**config.mk**
```make
export PLATFORM = sky130hd
export DESIGN_NAME = uuid_text_parser
export DESIGN_NICKNAME = d
export VERILOG_FILES = /design/src/rtl/utp_pkg.sv /design/src/rtl/uuid_text_parser.sv
export SDC_FILE = /design/constraint.sdc
export NUM_CORES = 1
export LEC_CHECK = 0
export BUFFER_PORTS_ARGS = -buffer_cell sky130_fd_sc_hd__buf_2
export CORE_MARGIN = 2
export CORE_UTILIZATION = 51
export CTS_CLUSTER_DIAMETER = 200
export DETAILED_ROUTE_END_ITERATION = 8
export PLACE_DENSITY = 0.72
export SLEW_MARGIN = 20
export SYNTH_ARGS = -nofsm -noshare
export SYNTH_HDL_FRONTEND = slang
export SYNTH_SLANG_ARGS = --single-unit
```
**constraint.sdc**
```tcl
create_clock -name clk_i -period 4.19 [get_ports clk_i]
set_input_delay 0.838 -clock clk_i [delete_from_list [all_inputs] [get_ports clk_i]]
set_output_delay 0.838 -clock clk_i [all_outputs]
set_load 0.01 [all_outputs]
```
**src/rtl/utp_pkg.sv**
```systemverilog
// constants and codes shared by the uuid text parser and its checker
package utp_pkg;

  // text layout
  localparam int unsigned TextLen   = 36;
  localparam int unsigned PosBeyond = 37;
  localparam int unsigned ByteTotal = 16;

  localparam logic [5:0] POS_DASH_A  = 6'd9;
  localparam logic [5:0] POS_DASH_B  = 6'd14;
  localparam logic [5:0] POS_DASH_C  = 6'd19;
  localparam logic [5:0] POS_DASH_D  = 6'd24;
  localparam logic [5:0] POS_VERSION = 6'd15;
  localparam logic [5:0] POS_MAGIC   = 6'd20;
  localparam logic [5:0] POS_LAST    = 6'(TextLen);
  localparam logic [5:0] POS_OVER    = 6'(PosBeyond);
  localparam logic [4:0] BYTE_FULL   = 5'(ByteTotal);

  // status codes
  typedef enum logic [2:0] {
    ST_OK      = 3'd0,
    ST_PARSE   = 3'd1,
    ST_VERSION = 3'd2,
    ST_MAGIC   = 3'd3,
    ST_SHORT   = 3'd4,
    ST_IGNORED = 3'd5
  } status_e;

endpackage

```
**src/rtl/uuid_text_parser.sv**
```systemverilog
// uuid text parser: checks 8-4-4-4-12 text and decodes hex pairs to bytes
// a result is registered in the output register when its request is accepted
// throughput: one request per cycle; the output register keeps taking requests
//   while its result is taken in the same cycle
// reset: parse state and the output valid clear at once; counting starts at
//   position 1 even without a first-character flag
module uuid_text_parser (
  input  logic       clk_i,
  input  logic       rst_ni,
  input  logic       in_valid_i,
  output logic       in_ready_o,
  input  logic [7:0] char_code_i,
  input  logic       first_char_i,
  input  logic       end_of_text_i,
  output logic       out_valid_o,
  input  logic       out_ready_i,
  output logic       byte_valid_o,
  output logic [7:0] byte_value_o,
  output logic [3:0] byte_index_o,
  output logic [2:0] status_o,
  output logic [5:0] char_position_o,
  output logic       complete_o
);
  import utp_pkg::*;

  // parse state
  logic [5:0] pos_q, pos_d;
  logic [3:0] high_q, high_d;
  logic       phase_q, phase_d;
  logic [4:0] bcnt_q, bcnt_d;
  logic       err_q, err_d;

  // result register
  logic       out_valid_q;
  logic       bvalid_q, bvalid_d;
  logic [7:0] bvalue_q, bvalue_d;
  logic [3:0] bindex_q, bindex_d;
  status_e    status_q, status_d;
  logic [5:0] cpos_q;
  logic       done_q, done_d;

  logic       accept;
  logic [5:0] pos_base;
  logic [3:0] high_base;
  logic       phase_base;
  logic [4:0] bcnt_base;
  logic       err_base;
  logic [7:0] lc;
  logic       is_hex, ok, is_dash_pos;
  logic [3:0] nib;
  status_e    code;

  assign in_ready_o = !out_valid_q || out_ready_i;
  assign accept     = in_valid_i && in_ready_o;

  // per-character check and nibble pairing
  always_comb begin
    // start flag clears state before the character is taken
    pos_base   = first_char_i ? '0 : pos_q;
    high_base  = first_char_i ? '0 : high_q;
    phase_base = first_char_i ? 1'b0 : phase_q;
    bcnt_base  = first_char_i ? '0 : bcnt_q;
    err_base   = first_char_i ? 1'b0 : err_q;

    pos_d   = (pos_base < POS_OVER) ? pos_base + 6'd1 : pos_base;
    high_d  = high_base;
    phase_d = phase_base;
    bcnt_d  = bcnt_base;
    err_d   = err_base;

    bvalid_d = 1'b0;
    bvalue_d = '0;
    bindex_d = '0;
    status_d = ST_OK;
    done_d   = 1'b0;

    // fold uppercase to lowercase
    lc = char_code_i;
    if (char_code_i inside {[8'h41:8'h5a]}) begin
      lc = char_code_i | 8'h20;
    end

    is_hex = 1'b0;
    nib    = '0;
    if (lc inside {[8'h30:8'h39]}) begin
      is_hex = 1'b1;
      nib    = lc[3:0];
    end else if (lc inside {[8'h61:8'h66]}) begin
      is_hex = 1'b1;
      nib    = lc[3:0] + 4'd9;
    end

    is_dash_pos = (pos_d == POS_DASH_A) || (pos_d == POS_DASH_B) ||
                  (pos_d == POS_DASH_C) || (pos_d == POS_DASH_D);

    // allowed characters at the version and magic positions
    if (pos_d == POS_VERSION) begin
      ok   = lc inside {[8'h31:8'h35]};
      code = ST_VERSION;
    end else if (pos_d == POS_MAGIC) begin
      ok   = lc inside {8'h38, 8'h39, 8'h61, 8'h62};
      code = ST_MAGIC;
    end else begin
      ok   = is_hex;
      code = ST_PARSE;
    end

    if (pos_d > POS_LAST || err_base) begin
      status_d = ST_IGNORED;
    end else begin
      if (is_dash_pos) begin
        if (lc != 8'h2d) begin
          status_d = ST_PARSE;
        end
      end else if (!ok) begin
        status_d = code;
      end else if (!phase_base) begin
        high_d  = nib;
        phase_d = 1'b1;
      end else begin
        bvalue_d = {high_base, nib};
        bindex_d = bcnt_base[3:0];
        if (bcnt_base < BYTE_FULL) begin
          bcnt_d = bcnt_base + 5'd1;
        end
        phase_d  = 1'b0;
        bvalid_d = 1'b1;
      end

      // end flag before the last position
      if (status_d == ST_OK && end_of_text_i && pos_d < POS_LAST) begin
        status_d = ST_SHORT;
      end
      if (status_d != ST_OK) begin
        err_d    = 1'b1;
        bvalid_d = 1'b0;
        bvalue_d = '0;
        bindex_d = '0;
      end else if (pos_d == POS_LAST) begin
        done_d = 1'b1;
      end
    end
  end

  // state and output valid
  always_ff @(posedge clk_i or negedge rst_ni) begin
    if (!rst_ni) begin
      pos_q       <= '0;
      high_q      <= '0;
      phase_q     <= 1'b0;
      bcnt_q      <= '0;
      err_q       <= 1'b0;
      out_valid_q <= 1'b0;
    end else begin
      if (accept) begin
        pos_q   <= pos_d;
        high_q  <= high_d;
        phase_q <= phase_d;
        bcnt_q  <= bcnt_d;
        err_q   <= err_d;
      end
      if (accept) begin
        out_valid_q <= 1'b1;
      end else if (out_ready_i) begin
        out_valid_q <= 1'b0;
      end
    end
  end

  // result payload
  always_ff @(posedge clk_i) begin
    if (accept) begin
      bvalid_q <= bvalid_d;
      bvalue_q <= bvalue_d;
      bindex_q <= bindex_d;
      status_q <= status_d;
      cpos_q   <= pos_d;
      done_q   <= done_d;
    end
  end

  assign out_valid_o     = out_valid_q;
  assign byte_valid_o    = bvalid_q;
  assign byte_value_o    = bvalue_q;
  assign byte_index_o    = bindex_q;
  assign status_o        = status_q;
  assign char_position_o = cpos_q;
  assign complete_o      = done_q;

endmodule

```
Yosys cells after proc, flatten, opt, wreduce, memory -nomap -nowiden
Index checks and enable logic that the tools add are counted.

Flip-flop bits (word level): 41. Bits of input ports: 14. Output and inout port bits: 25. Word-level logic and storage cells: 101.

Bitwise logic cells: 2. Mux-type cells: 40. Add/subtract/negate cells: 3. Reductions and logical operators: 20. Order comparisons: 12. Eq/ne operators: 12.

Operator list (count): $mux 5 (6); $mux 4 (7); $eq 6x4->1 const B (3); $eq 6x5->1 const B (3); $mux 6 (3); $mux 1 (17); $eq 8x6->1 const B (2); $eq 8x7->1 const B (2); $ge 8x6->1 const B (2); $ge 8x7->1 const B (2); $le 8x6->1 const B (2); $le 8x7->1 const B (2); $mux 3 (5); $lt 6x6->1 const B (2); $ne 8x6->1 const B (1); $logic_and 1x1->1 (7); $add 6x1->6 const B (1); $eq 6x6->1 const B (1); $gt 6x6->1 const B (1); $add 5x1->5 const B (1); $logic_or 1x1->1 (5); $lt 5x5->1 const B (1); $reduce_or 5->1 (1); $add 4x4->4 const B (1); 9 further kinds (11).

Depth between registers and ports, before layout
Depth after elaboration: 20. Mapped depth: 16.

Worst setup path before layout
OpenSTA, ideal clock, no wires.

Path type: input -> register. From: in first_char_i. To: reg bindex_q[3], in the netlist byte_index_o[3], data pin. Library setup time: 0.150 ns. Setup slack: 0.511 ns. Stages: 15. Arrival time: 3.528 ns. Buffers on the path: 2. Required time: 4.040 ns. Cells stage by stage: buf_2 inv_1 nand2_1 ha_1 nand2b_1 a21o_1 buf_6 a41o_1 and2_0 o31a_1 inv_2 ha_1 o2111ai_1 or3_4 nor3_2.

Word-level cells in the longest chain between the ends: 16. Elaborated cells on any way between the ends: 35.

RTL lines: start: declaration (RTL line uuid_text_parser.sv:13) `input logic first_char_i,`; $mux 6 (RTL line uuid_text_parser.sv:59) `pos_base = first_char_i ? '0 : pos_q;`; $add 6x1->6 or $lt 6x6->1 (tied branches) (RTL line uuid_text_parser.sv:65) `pos_d = (pos_base < POS_OVER) ? pos_base + 6'd1 : pos_base;`; $mux 6 (RTL line uuid_text_parser.sv:65); $eq 6x5->1 or $eq 6x4->1 (tied branches) (RTL line uuid_text_parser.sv:100, uuid_text_parser.sv:93); $mux 1 (tied with other cells) (RTL line uuid_text_parser.sv:100) `end else if (pos_d == POS_MAGIC) begin`; $mux 1 (tied with other cells) (RTL line uuid_text_parser.sv:97) `if (pos_d == POS_VERSION) begin`; $mux 3 or $logic_or 1x1->1 (tied branches) (RTL line uuid_text_parser.sv:115, uuid_text_parser.sv:94); $mux 3 (RTL line uuid_text_parser.sv:111) `if (is_dash_pos) begin`; $mux 3 (RTL line uuid_text_parser.sv:108) `if (pos_d > POS_LAST || err_base) begin`; $logic_not 3->1 (RTL line uuid_text_parser.sv:131) `if (status_d == ST_OK && end_of_text_i && pos_d < POS_LAST) begin`; $logic_and 1x1->1 (2 in series) (RTL line uuid_text_parser.sv:131); $mux 3 (RTL line uuid_text_parser.sv:131); $mux 3 (RTL line uuid_text_parser.sv:108); $reduce_bool 3->1 (RTL line uuid_text_parser.sv:134) `if (status_d != ST_OK) begin`; $reduce_or 5->1 (no line); end signal: assignment (RTL line uuid_text_parser.sv:175) `bindex_q <= bindex_d;`; end: declaration (RTL line uuid_text_parser.sv:37) `logic [3:0] bindex_q, bindex_d;`.

Parallel ways exist; a longest one is shown, timed or not. The select of a mux whose other input is x is not followed. A chain may end at the register's enable or synchronous reset.

Final worst setup path
From: in first_char_i. To: reg status_q[2], in the netlist status_o[2], data pin.

Word-level cells in the longest chain between the ends: 14. Elaborated cells on any way between the ends: 29.

RTL lines: $mux 6 (*) (RTL line uuid_text_parser.sv:59); $add 6x1->6 or $lt 6x6->1 (tied branches) (RTL line uuid_text_parser.sv:65); $mux 6 (*) (RTL line uuid_text_parser.sv:65); named net pos_d[4] (RTL line uuid_text_parser.sv:27) `logic [5:0] pos_q, pos_d;`; $eq 6x5->1 or $eq 6x4->1 (tied branches) (RTL line uuid_text_parser.sv:100, uuid_text_parser.sv:93); $mux 1 (tied with other cells) (RTL line uuid_text_parser.sv:100); $mux 1 (tied with other cells) (RTL line uuid_text_parser.sv:97); $mux 3 or $logic_or 1x1->1 (tied branches) (RTL line uuid_text_parser.sv:115, uuid_text_parser.sv:94); $mux 3 (RTL line uuid_text_parser.sv:111); $mux 3 (RTL line uuid_text_parser.sv:108); $logic_not 3->1 (RTL line uuid_text_parser.sv:131); $logic_and 1x1->1 (2 in series) (RTL line uuid_text_parser.sv:131); $mux 3 (RTL line uuid_text_parser.sv:131); $mux 3 (RTL line uuid_text_parser.sv:108); end signal: assignment (RTL line uuid_text_parser.sv:176) `status_q <= status_d;`; end: declaration (RTL line uuid_text_parser.sv:38) `status_e status_q, status_d;`.

The timed path passes the listed nets; every way through them passes the cells marked *. The select of a mux whose other input is x is not followed.

==> reports/metrics.yaml <==
placement:
  dp.cells: 379
  postPlaceCellArea_um2: 3020
  gp_congestion: 0.905
  dp_hpwl_mm: 4.68
  io_buffers: 38
setup_path:
  path_cells: "buf_2, nand2b_2, inv_1, ha_1, and4b_4, mux2i_4, clkinv_4, nor3_2, o211ai_1, o21ai_2, mux2_2, o41ai_1"
  cp_max_fo: 8
  cp-end-kind: "flip-flop"
  cp.required_ns: 4.28
  crit_type: "in2reg"
  cpPeakStageDelay_ns: 0.43
  ff2ff_path_depth: 11
  start_kind: "input pin"
  cp_slowest_cell: "mux2_2"
  cp.arrival_ns: 3.77
final_layout:
  layout_common_cells: "38 x buf_2, 28 x nand2_1, 23 x edfxtp_1"
  final_common_cell: "buf_2"
  area_growth_pct: 15.2
  fin_nets: 339
  final_area_um2: 3120
  multi_input_area_um2: 1460
  nFillCells: 451
  seq_area_um2: 1140
  final_cells: 387
  layout-drive-gt1-share: 0.271
  num_antenna_cells: 0
global_route:
  busiest_layer: "met2"
  grt_util_all_layers: 0.231
  grt_use_met2: 0.352
  grt_util_met1: 0.342
  grt_max_degree: 19
  grt_util_met3: 0.0365
  grt_pass1_wl_mm: 10.9
  grt_overflow_total: 0
  antenna_found_initial: 0
  first_global_vias: 2194
logic_synthesis:
  synth_edf_count: 23
  synth.cell_area_um2: 2710
  ys_ff_latch: 41
  netlist_instances: 268
  yosysUniqueCellTypes: 74
  synth_area_per_cell_um2: 10.1
  synth_top_flop_cell: "edfxtp_1"
  async_reset_ff_frac: 0.439
  ys_warn_count: 0
  synth_seq_area_share: 0.421
  syn_nets: 291
drt:
  via_per_inst: 5.99
  ant_nets: 0
  wl_per_cell_um: 16.5
  vias: 2318
  routed_wl_mm: 6.39
  drt_iter0_drc: 293
  dr.pass1.iters: 4
  drt_drc_violations_left: 0
clocking:
  clock-sinks: 41
  cts_buffers: 5
  cts_max_level: 2
  post_cts_buffers: 0
  cts_max_path_buffers: 2
  path_clk_slew_ns: 0.08
  worst_skew_pair.late_latency_ns: 0.29
  cts_tree: "done"
  cts_root_buf: "clkbuf_8"
  cts_resized: 0
  cts_hold_buf: 0
worst_hold_path:
  min_path_type: "in2async"
floorplan:
  die_y_um: 76.9
  core_um2: 5110
  start_util: 0.530
  die_x_um: 76.9
  core.rowCount: 26
  die_area_um2: 5910
  io_pins: 39
timing:
  setup_viol: 0
  tightest_slew_ns: 0.606
  grt_setup_unrepaired: "false"
  report.final.slew_viol_count: 0
  finalCritPeriodShare: 0.879
  fin_worst_skew_ns: 0.00553
  setup_tns_ns: 0
  max_slew_margin: 0.585
  hold_viol_final: 0
  hold_slack_ns: 0.488
  min_period_ns: 3.68
  fmax_mhz: 272
power:
  power_density_nw_per_um2: 318
  power_leakage_nw: 1.24
  vdd_drop_max_uv: 205
run_status:
  status: "complete, no violations"
run:
  drv_cap: 0
[metrics by stage]
step / total power, mW / utilization / setup WS [ns]
final: 0.993 / 0.610 / 0.509
after global routing: 1.05 / 0.610 / 0.277
after CTS: 0.994 / 0.610 / 0.545
after detailed placement: 0.721 / 0.592 / 0.271
after global placement: 0.719 / 0.592 / 0.384
after floorplan: 0.650 / - / 0.511
[flip-flops by register name, indices dropped and copies added (netlist names)]
name,cells
phase_q,1
err_q,1
byte_value_o,8
byte_index_o,4
high_q,4
byte_valid_o,1
out_valid_o,1
pos_q,6
complete_o,1
bcnt_q,5
char_position_o,6
status_o,3
[cells in the mapped netlist (7+ instances only)]
cell type | instances | area share
nand2_1 | 28 | 0.039
nand3_1 | 10 | 0.018
nor2b_1 | 10 | 0.023
ha_1 | 9 | 0.042
dfrtp_1 | 18 | 0.17
inv_1 | 8 | 0.011
edfxtp_1 | 23 | 0.26
and2_1 | 8 | 0.018
nand2b_1 | 11 | 0.025
a21oi_1 | 7 | 0.013
o21ai_0 | 9 | 0.017
nor2_1 | 17 | 0.024
[area by class of cell]
class | instances | share of cell area
multi-input combinational | 205 | 0.467
tap | 70 | 0.0281
clock buffer | 6 | 0.0265
clock inverter | 2 | 0.00441
timing repair buffer | 51 | 0.0923
inverter | 12 | 0.0161
sequential | 41 | 0.366
[final timing paths]
| path | from | end | slack, ns |
|---|---|---|---|
| max | first_char_i | status_o[2] | 0.51 |
| min | rst_ni | high_q[1] | 0.49 |
| max reg2reg | pos_q[0] | status_o[2] | 0.74 |
| min reg2reg | out_valid_o | out_valid_o | 0.56 |
| max in group asynchronous | rst_ni | err_q | 3.38 |
| min in group clk_i | out_valid_o | out_valid_o | 0.56 |
[power by group]
part / internal (mW) / switching [mW] / total [mW]
clock: 0.134 / 0.142 / 0.276
sequential: 0.460 / 0.0365 / 0.496
combinational: 0.0909 / 0.130 / 0.221
total: 0.684 / 0.309 / 0.993
[worst max-delay path, delay by kind of cell]
| family | cells | cell delay, ns |
|---|---|---|
| muxes | 2 | 0.75 |
| AOI/OAI and AO/OA | 3 | 0.82 |
| adders and majority gates | 1 | 0.27 |
| and+or+nand+nor | 3 | 0.75 |
| buffers and inverters | 3 | 0.35 |
[per-layer routing]
layer	part of all wire	vias to the layer above	wire length (µm)
met3	0.068	7	432
met1	0.47	1103	2970
li1	-	1113	-
met2	0.45	95	2890
met5	0	-	0
met4	0.014	0	87
[cells by family after synthesis]
group                      count (synthesis)  share of synthesized area
xor gates and xnor gates                   5                     0.0162
muxes                                      9                     0.0453
AOI/OAI and AO/OA                         58                      0.161
adders and majority gates                  9                     0.0416
buffers and inverters                     22                     0.0411
and+or+nand+nor                          124                      0.273
DFF                                       41                      0.421
(Power assumes the default switching activity.)
